$ cat src/rtl/core/radix_digit_string_encoder_macros.svh
// Assertion macros shared by the radix digit string encoder RTL.
`ifndef RADIX_DIGIT_STRING_ENCODER_MACROS_SVH
`define RADIX_DIGIT_STRING_ENCODER_MACROS_SVH

// Check a property on every clock edge outside reset.
`define RDSE_ASSERT(label, prop, msg) \
  label: assert property (@(posedge clk_i) disable iff (!rst_ni) (prop)) else $error(msg);

// Check that a condition implies a consequence in the same cycle.
`define RDSE_ASSERT_IMP(label, ante, cons, msg) \
  label: assert property (@(posedge clk_i) disable iff (!rst_ni) (ante) |-> (cons)) \
    else $error(msg);

// Check that a condition implies a consequence in the next cycle.
`define RDSE_ASSERT_NEXT(label, ante, cons, msg) \
  label: assert property (@(posedge clk_i) disable iff (!rst_ni) (ante) |=> (cons)) \
    else $error(msg);

`endif

$ cat src/rtl/core/rdse_pkg.sv
// Types, constants and the digit-to-character mapping of the radix encoder.
package rdse_pkg;

  // Input word width and radix register width
  localparam int unsigned ValueW = 63;
  localparam int unsigned RadixW = 5;
  localparam int unsigned SymW   = 7;

  // Radix limits and reset value
  localparam logic [RadixW-1:0] RadixMin   = 5'd2;
  localparam logic [RadixW-1:0] RadixMax   = 5'd20;
  localparam logic [RadixW-1:0] RadixReset = 5'd10;

  // First characters of the two digit ranges
  localparam logic [SymW-1:0] SymZero = 7'd48;
  localparam logic [SymW-1:0] SymLowA = 7'd97;

  // Sequencer states
  typedef enum logic [4:0] {
    ST_IDLE = 5'b00001,
    ST_DIV  = 5'b00010,
    ST_RD   = 5'b00100,
    ST_LOAD = 5'b01000,
    ST_EMIT = 5'b10000
  } state_e;

  // Map a remainder to its character: low half to digits, upper half to letters
  function automatic logic [SymW-1:0] sym_of(input logic [RadixW-1:0] rem,
                                             input logic [RadixW-1:0] radix);
    logic [RadixW-1:0] half;
    logic [SymW-1:0]   res;
    half = radix >> 1;
    if (rem < half) begin
      res = SymZero + {2'b00, rem};
    end else begin
      res = SymLowA + {2'b00, rem - half};
    end
    return res;
  endfunction

endpackage

$ cat src/rtl/core/rdse_ram.sv
// Generic single-write, single-read RAM with registered read data.
module rdse_ram #(
  parameter int unsigned WIDTH = 5,
  parameter int unsigned DEPTH = 64
) (
  input  logic                     clk_i,
  input  logic                     we_i,
  input  logic [$clog2(DEPTH)-1:0] waddr_i,
  input  logic [WIDTH-1:0]         wdata_i,
  input  logic [$clog2(DEPTH)-1:0] raddr_i,
  output logic [WIDTH-1:0]         rdata_o
);

  logic [WIDTH-1:0] mem_q [DEPTH];
  logic [WIDTH-1:0] rdata_q;

  // Write port
  always_ff @(posedge clk_i) begin
    if (we_i) begin
      mem_q[waddr_i] <= wdata_i;
    end
  end

  // Registered read port
  always_ff @(posedge clk_i) begin
    rdata_q <= mem_q[raddr_i];
  end

  assign rdata_o = rdata_q;

endmodule

$ cat src/rtl/core/radix_digit_string_encoder.sv
// Top level of the radix digit string encoder: serial divider, digit store, output stage.
//
// Converts a 63-bit unsigned word into its digit characters in a radix from
// 2 to 20, most significant character first, one output word per character.
// Input channel: in_valid_i / in_stall_o with value_i; a word is taken when
// valid is high and stall is low. Output channel: out_valid_o / out_stall_i
// with symbol_o and last_symbol_o; last_symbol_o marks the final character.
// Configuration channel: cfg_valid_i / cfg_ready_o with cfg_radix_i; values
// outside 2..20 are dropped. Write only while the encoder is idle.
// Timing: a shared restoring divider produces one quotient bit per cycle,
// and all digits are divided out first; each character then passes through
// the digit store read (ST_RD), the output register load (ST_LOAD) and
// the emit state (ST_EMIT), where it waits while the output is stalled.
// A zero input produces no output words and leaves the sequencer idle.
// in_stall_o is high from acceptance until the last character is taken.
// A stalled output word holds its value; the sequencer waits on it.
// Reset returns the sequencer to idle, clears the digit count and sets
// the radix to 10. The digit store needs no clearing.
`include "radix_digit_string_encoder_macros.svh"

module radix_digit_string_encoder
  import rdse_pkg::*;
#(
  parameter int unsigned DIGIT_DEPTH = 64
) (
  input  logic              clk_i,
  input  logic              rst_ni,
  // input channel
  input  logic              in_valid_i,
  output logic              in_stall_o,
  input  logic [ValueW-1:0] value_i,
  // output channel
  output logic              out_valid_o,
  input  logic              out_stall_i,
  output logic [SymW-1:0]   symbol_o,
  output logic              last_symbol_o,
  // configuration channel
  input  logic              cfg_valid_i,
  output logic              cfg_ready_o,
  input  logic [RadixW-1:0] cfg_radix_i
);

  localparam int unsigned AddrW = $clog2(DIGIT_DEPTH);
  localparam int unsigned CntW  = $clog2(DIGIT_DEPTH + 1);
  localparam int unsigned BitW  = $clog2(ValueW);
  localparam logic [BitW-1:0] LastBit  = BitW'(ValueW - 1);
  localparam logic [CntW-1:0] DepthCnt = CntW'(DIGIT_DEPTH);

  state_e              state_q, state_d;
  logic [RadixW-1:0]   radix_q;
  logic [ValueW-1:0]   quot_q, quot_d;
  logic [RadixW-1:0]   rem_q, rem_d;
  logic [BitW-1:0]     bit_q, bit_d;
  logic [CntW-1:0]     count_q, count_d;
  logic [AddrW-1:0]    idx_q, idx_d;
  logic                out_valid_q, out_valid_d;
  logic [SymW-1:0]     sym_q, sym_d;
  logic                last_q, last_d;

  logic [RadixW:0]     trial;
  logic                take;
  logic [RadixW-1:0]   rem_step;
  logic [ValueW-1:0]   quot_step;
  logic                ram_we;
  logic [RadixW-1:0]   ram_rdata;
  logic [CntW-1:0]     count_m1;
  logic                in_take;

  // Divider step: shift in the next dividend bit, subtract the radix if it fits
  assign trial     = {rem_q, quot_q[ValueW-1]};
  assign take      = (trial >= {1'b0, radix_q});
  assign rem_step  = take ? RadixW'(trial - {1'b0, radix_q}) : trial[RadixW-1:0];
  assign quot_step = {quot_q[ValueW-2:0], take};

  // Keep the remainder once the last quotient bit is known, while room remains
  assign ram_we   = (state_q == ST_DIV) && (bit_q == LastBit) && (count_q < DepthCnt);
  // Address of the most significant kept digit once this digit is stored
  assign count_m1 = ram_we ? count_q : (count_q - CntW'(1));

  assign in_stall_o  = (state_q != ST_IDLE);
  assign in_take     = in_valid_i && !in_stall_o;
  assign cfg_ready_o = (state_q == ST_IDLE);

  // Sequencer
  always_comb begin
    state_d     = state_q;
    quot_d      = quot_q;
    rem_d       = rem_q;
    bit_d       = bit_q;
    count_d     = count_q;
    idx_d       = idx_q;
    out_valid_d = out_valid_q;
    sym_d       = sym_q;
    last_d      = last_q;
    unique case (state_q)
      ST_IDLE: begin
        if (in_take) begin
          quot_d  = value_i;
          rem_d   = '0;
          bit_d   = '0;
          count_d = '0;
          if (value_i != '0) begin
            state_d = ST_DIV;
          end
        end
      end
      ST_DIV: begin
        quot_d = quot_step;
        rem_d  = rem_step;
        bit_d  = bit_q + BitW'(1);
        if (bit_q == LastBit) begin
          rem_d = '0;
          bit_d = '0;
          if (ram_we) begin
            count_d = count_q + CntW'(1);
          end
          if (quot_step == '0) begin
            idx_d   = count_m1[AddrW-1:0];
            state_d = ST_RD;
          end
        end
      end
      ST_RD: begin
        state_d = ST_LOAD;
      end
      ST_LOAD: begin
        sym_d       = sym_of(ram_rdata, radix_q);
        last_d      = (idx_q == '0);
        out_valid_d = 1'b1;
        state_d     = ST_EMIT;
      end
      ST_EMIT: begin
        if (!out_stall_i) begin
          out_valid_d = 1'b0;
          if (idx_q == '0) begin
            state_d = ST_IDLE;
          end else begin
            idx_d   = idx_q - AddrW'(1);
            state_d = ST_RD;
          end
        end
      end
      default: begin
        state_d = ST_IDLE;
      end
    endcase
  end

  // Control registers
  always_ff @(posedge clk_i or negedge rst_ni) begin
    if (!rst_ni) begin
      state_q     <= ST_IDLE;
      count_q     <= '0;
      bit_q       <= '0;
      out_valid_q <= 1'b0;
      quot_q      <= '0;
      radix_q     <= RadixReset;
    end else begin
      state_q     <= state_d;
      count_q     <= count_d;
      bit_q       <= bit_d;
      out_valid_q <= out_valid_d;
      quot_q      <= quot_d;
      if (cfg_valid_i && cfg_ready_o &&
          (cfg_radix_i >= RadixMin) && (cfg_radix_i <= RadixMax)) begin
        radix_q <= cfg_radix_i;
      end
    end
  end

  // Payload registers
  always_ff @(posedge clk_i) begin
    rem_q  <= rem_d;
    idx_q  <= idx_d;
    sym_q  <= sym_d;
    last_q <= last_d;
  end

  // Digit store, least significant digit at address zero
  rdse_ram #(
    .WIDTH(RadixW),
    .DEPTH(DIGIT_DEPTH)
  ) u_digits (
    .clk_i  (clk_i),
    .we_i   (ram_we),
    .waddr_i(count_q[AddrW-1:0]),
    .wdata_i(rem_step),
    .raddr_i(idx_q),
    .rdata_o(ram_rdata)
  );

  assign out_valid_o   = out_valid_q;
  assign symbol_o      = sym_q;
  assign last_symbol_o = last_q;

  `RDSE_ASSERT_IMP(a_rem_below_radix, state_q == ST_DIV, rem_q < radix_q,
    "divider remainder reached the radix")
  `RDSE_ASSERT(a_radix_range, (radix_q >= RadixMin) && (radix_q <= RadixMax),
    "radix register out of range")
  `RDSE_ASSERT_IMP(a_valid_in_emit, out_valid_q, state_q == ST_EMIT,
    "output word valid outside the emit state")
  `RDSE_ASSERT_IMP(a_store_room, ram_we, count_q < DepthCnt,
    "digit store written beyond its depth")
  `RDSE_ASSERT_NEXT(a_last_to_idle, out_valid_o && !out_stall_i && last_symbol_o,
    state_q == ST_IDLE, "encoder not idle after the final character")

endmodule

$ cat config.mk
export PLATFORM = sky130hd
export DESIGN_NAME = radix_digit_string_encoder
export DESIGN_NICKNAME = d
export VERILOG_FILES = /design/src/rtl/core/rdse_pkg.sv /design/src/rtl/core/rdse_ram.sv /design/src/rtl/core/radix_digit_string_encoder.sv
export VERILOG_INCLUDE_DIRS = /design/src /design/src/rtl/core
export SDC_FILE = /design/constraint.sdc
export NUM_CORES = 1
export LEC_CHECK = 0
export BUFFER_PORTS_ARGS = -buffer_cell sky130_fd_sc_hd__buf_2
export CAP_MARGIN = 5
export CORE_MARGIN = 4
export CORE_UTILIZATION = 45
export DETAILED_ROUTE_END_ITERATION = 12
export SYNTH_ARGS = -nofsm -noshare
export SYNTH_HDL_FRONTEND = slang
export SYNTH_SLANG_ARGS = --single-unit
export TNS_END_PERCENT = 20
$ cat constraint.sdc
create_clock -name clk_i -period 5.51 [get_ports clk_i]
set_input_delay 1.102 -clock clk_i [delete_from_list [all_inputs] [get_ports clk_i]]
set_output_delay 1.102 -clock clk_i [all_outputs]
set_load 0.01 [all_outputs]
==> impl_summary.log <==
[metrics] clock net sink count: 431
[metrics] first-pass iteration count of the detailed router: 6
[metrics] number of global-route vias before repair: 11340
[metrics] GR Util All Layers: 19.9%
[metrics] ratio of cells with drive above 1 in the final layout: 19.4%
[metrics] DIE AREA: 44500 sq um
[metrics] hold crit path type: flop to flop
[metrics] number of distinct standard cells referenced by the synthesized netlist: 67
[metrics] vertical extent of the die: 211 um
[metrics] cells along the critical path: nor3_1 > nor3b_2 > buf_2
[metrics] sequential fraction of design power: 48.5%
[metrics] Slew headroom: 16.2%
[metrics] fraction of power consumed by the clock network: 27.6%
[metrics] Comb power frac: 23.9%
[metrics] asr flop ratio synth: 20.2%
[metrics] max-cap violations: 0
[metrics] slowest CP cell: sky130_fd_sc_hd__nor3_1
[metrics] highest-count cells in the layout ignoring fill and taps: 339 x sky130_fd_sc_hd__edfxtp_1, 164 x sky130_fd_sc_hd__nor2_1, 149 x sky130_fd_sc_hd__nand2_1
[metrics] final estimated routing congestion in global placement: 0.819
[metrics] RSZ-0062 raised after global routing: no
[metrics] most common cell after layout, fill and taps aside: sky130_fd_sc_hd__edfxtp_1
[metrics] power per cell area: 531 nW/um^2
[metrics] Int Pwr: 7.55 mW
[metrics] switching power: 3.58 mW
[metrics] first-iteration detailed-routing DRC count: 1335
[metrics] Total Power Consumption: 11.1 mW
[metrics] instance area after placement: 19400 sq um
[metrics] buffers inserted during post-CTS setup optimization: 0
[metrics] TritonCTS clock tree: yes
[metrics] Initial Utilization: 45.5%
[metrics] area growth from synthesis to layout: 13.1%
[metrics] number of buffers inserted for hold repair after clock tree synthesis: 0
[metrics] time the final worst path needs with I/O delays and setup: 3.45 ns
[metrics] count of flip-flops with a built-in enable after synthesis: 339
[metrics] Max clock buf depth: 3
[metrics] combined area of all synthesized cells: 18500 sq um
[metrics] total wirelength of the detailed-routed design: 44300 um
[metrics] flip-flop cell with the highest count after synthesis: sky130_fd_sc_hd__edfxtp_1
[metrics] I/O Buffers: 83
[metrics] first-pass GRT wire length: 68300 um
[metrics] area of the placeable core: 40700 sq um
[metrics] flip-flop and latch count after synthesis: 431
[metrics] highest fanout seen on the critical path: 7
[metrics] leakage: 7.34 nW
[metrics] placed wire-length estimate after detailed placement: 28300 um
[metrics] clock-pin slew reported for the worst setup and hold paths after clock tree synthesis: 0.06 ns
[metrics] maximum achievable frequency: 290 MHz
[metrics] register area share after synthesis: 67.3%
[metrics] final setup fails: 0
[metrics] count of synthesis-stage warnings from yosys: 0
[metrics] delay-heaviest family, CP: simple AND/OR/NAND/NOR gates
[metrics] clk_skew: 0.0222 ns
[metrics] setup tns final: 0 ns
[metrics] crit start category: flop
[metrics] WL per Instance: 22.7 um
[metrics] gr ovfl total: 0
[metrics] max-slew violation count: 0
[metrics] outcome: finished clean
[metrics] clock latency reported for the late side of the worst-skew pair: 0.58 ns
[metrics] average vias per placed instance: 5.84
[metrics] initial antenna violation count: 0
[metrics] worst setup path category: flop to output pin
[metrics] I/O pin cnt: 84
[metrics] hold violation count in the final report: 0
[metrics] Placement Rows: 74
[metrics] worst voltage drop across the vdd grid: 0.376 mV
[metrics] number of cells upsized or downsized after cts: 0
[metrics] CTS Root Cell: sky130_fd_sc_hd__clkbuf_16
[metrics] total buffers and inverters traversed by the critical path: 1
[metrics] number of nets in the layout: 1473
[metrics] Critical Path Sink Type: output pin
[metrics] Worst EP required: 4.41 ns
[metrics] Worst Path Arrival: 2.34 ns
[metrics] # H-tree levels: 2
[metrics] transition time at the pin with the least slew margin: 1.26 ns
[metrics] synthesized net count: 1404
[metrics] final routed DRC violation total: 0
[metrics] residual antenna-violating net count after detailed routing: 0
[metrics] maximum single-stage delay on the critical path: 0.57 ns
[metrics] share of total power consumed by net switching: 32.2%
[metrics] synthesized instance count: 1313
[metrics] Avg Cell Area, Syn: 14.1 sq um
[metrics] final instance area: 20900 sq um
[metrics] share of the clock period used by the worst path after layout: 62.5%
[metrics] total number of vias: 11399
[metrics] maximum number of pins on one net before global-route repair: 128
[metrics] horizontal die dimension: 211 um
[metrics] number of buffers created by CTS: 45
[area by class of cell]
cell class	count	area (sq um)
flip-flops and latches	431	12500
inverters	27	101
clock inverters	28	287
repair buffers	99	551
fillers	3412	19800
diodes	1	2.50
well taps	532	666
clock buffers	56	1220
multi-input cells	778	5660
[synthesized netlist by cell type (all sizes together), types with 4 or more instances]
cell	number	area share, %
a21oi	20	0.54
a211oi	9	0.36
edfxtp	339	55
inv	26	0.53
o221ai	6	0.28
nand3	22	0.59
nor2	166	3.4
a31oi	66	2.2
a22oi	7	0.28
dfrtp	84	11
buf	31	1.0
o21a	8	0.32
xnor2	8	0.38
mux2i	38	2.1
mux4	65	7.9
or3	13	0.44
o22ai	4	0.14
xor2	7	0.33
o21ai	27	0.73
dfxtp	5	0.54
nand2	153	3.1
o211ai	4	0.16
nand4	11	0.37
ha	16	1.1
nor3	10	0.33
clkbuf	46	0.93
nor4	37	1.2
nor2b	7	0.24
o2111ai	4	0.19
mux2	17	1.0
[state kept, by name, indices dropped and copies added, names as in the netlist, 6 cells and up]
register and flops:
idx_q 6, bit_q 6, u_digits.mem_q 320, count_q 7, quot_q 63, symbol_o 7
[metrics by stage]
step                cells  hold WS, ns  util (%)  setup WS (ns)
finish               1952        0.484      51.4           2.06
detailed placement   1867        0.473      47.7           2.08
floorplan            1313        0.445         -          0.981
CTS                  1951        0.484      51.4           2.01
global placement     1867        0.464      47.7           2.19
global route         1951        0.507      51.4           1.77
[power by group through the flow]
stage               registers [mW]  logic, mW  clock network (mW)
floorplan                     5.43       1.64                   0
global placement              5.45       2.62                   0
detailed placement            5.46       2.73                   0
CTS                           5.39       2.72                3.12
global route                  5.45       3.00                3.26
finish                        5.40       2.66                3.07
[worst paths after layout]
path,slack [ns],startpoint,cells after the start,end
setup / recovery,2.06,state_q[4],3,cfg_ready_o
hold / removal,0.48,bit_q[4],1,bit_q[4]
setup reg to reg,2.07,quot_q[62],9,u_digits.mem_q[44][1]
hold reg to reg,0.48,bit_q[4],1,bit_q[4]
max in group asynchronous,3.98,rst_ni,2,count_q[5]
min in group asynchronous,0.52,rst_ni,1,quot_q[18]
[worst reg2reg max path, stage by stage, from the launching register on]
cell and delay [ns]:
sky130_fd_sc_hd__dfrtp_1 0.38, sky130_fd_sc_hd__inv_1 0.14, sky130_fd_sc_hd__ha_1 0.21, sky130_fd_sc_hd__fa_1 0.21, sky130_fd_sc_hd__nor2b_1 0.06, sky130_fd_sc_hd__o21a_1 0.18, sky130_fd_sc_hd__o21ai_0 0.43, sky130_fd_sc_hd__a21boi_0 0.28
sky130_fd_sc_hd__a21oi_4 0.97, sky130_fd_sc_hd__buf_4 0.41
[kinds of logic after synthesis]
kind of cell    share of synthesized area, %
simple gates                            10.8
flops                                   67.3
mux                                     11.0
compound gates                          6.44
fa+ha+maj                               1.30
xor+xnor                               0.709
buf+inv                                 2.49
[routing by layer]
metal	global-route usage (%)	vias up	routed length (um)
met5	0	-	0
met4	6.73	0	1290
met3	3.51	83	2630
met2	31.2	357	20600
met1	28.7	5798	19700
li1	-	5161	-
Note: power is estimated with default switching activity, not from simulation.
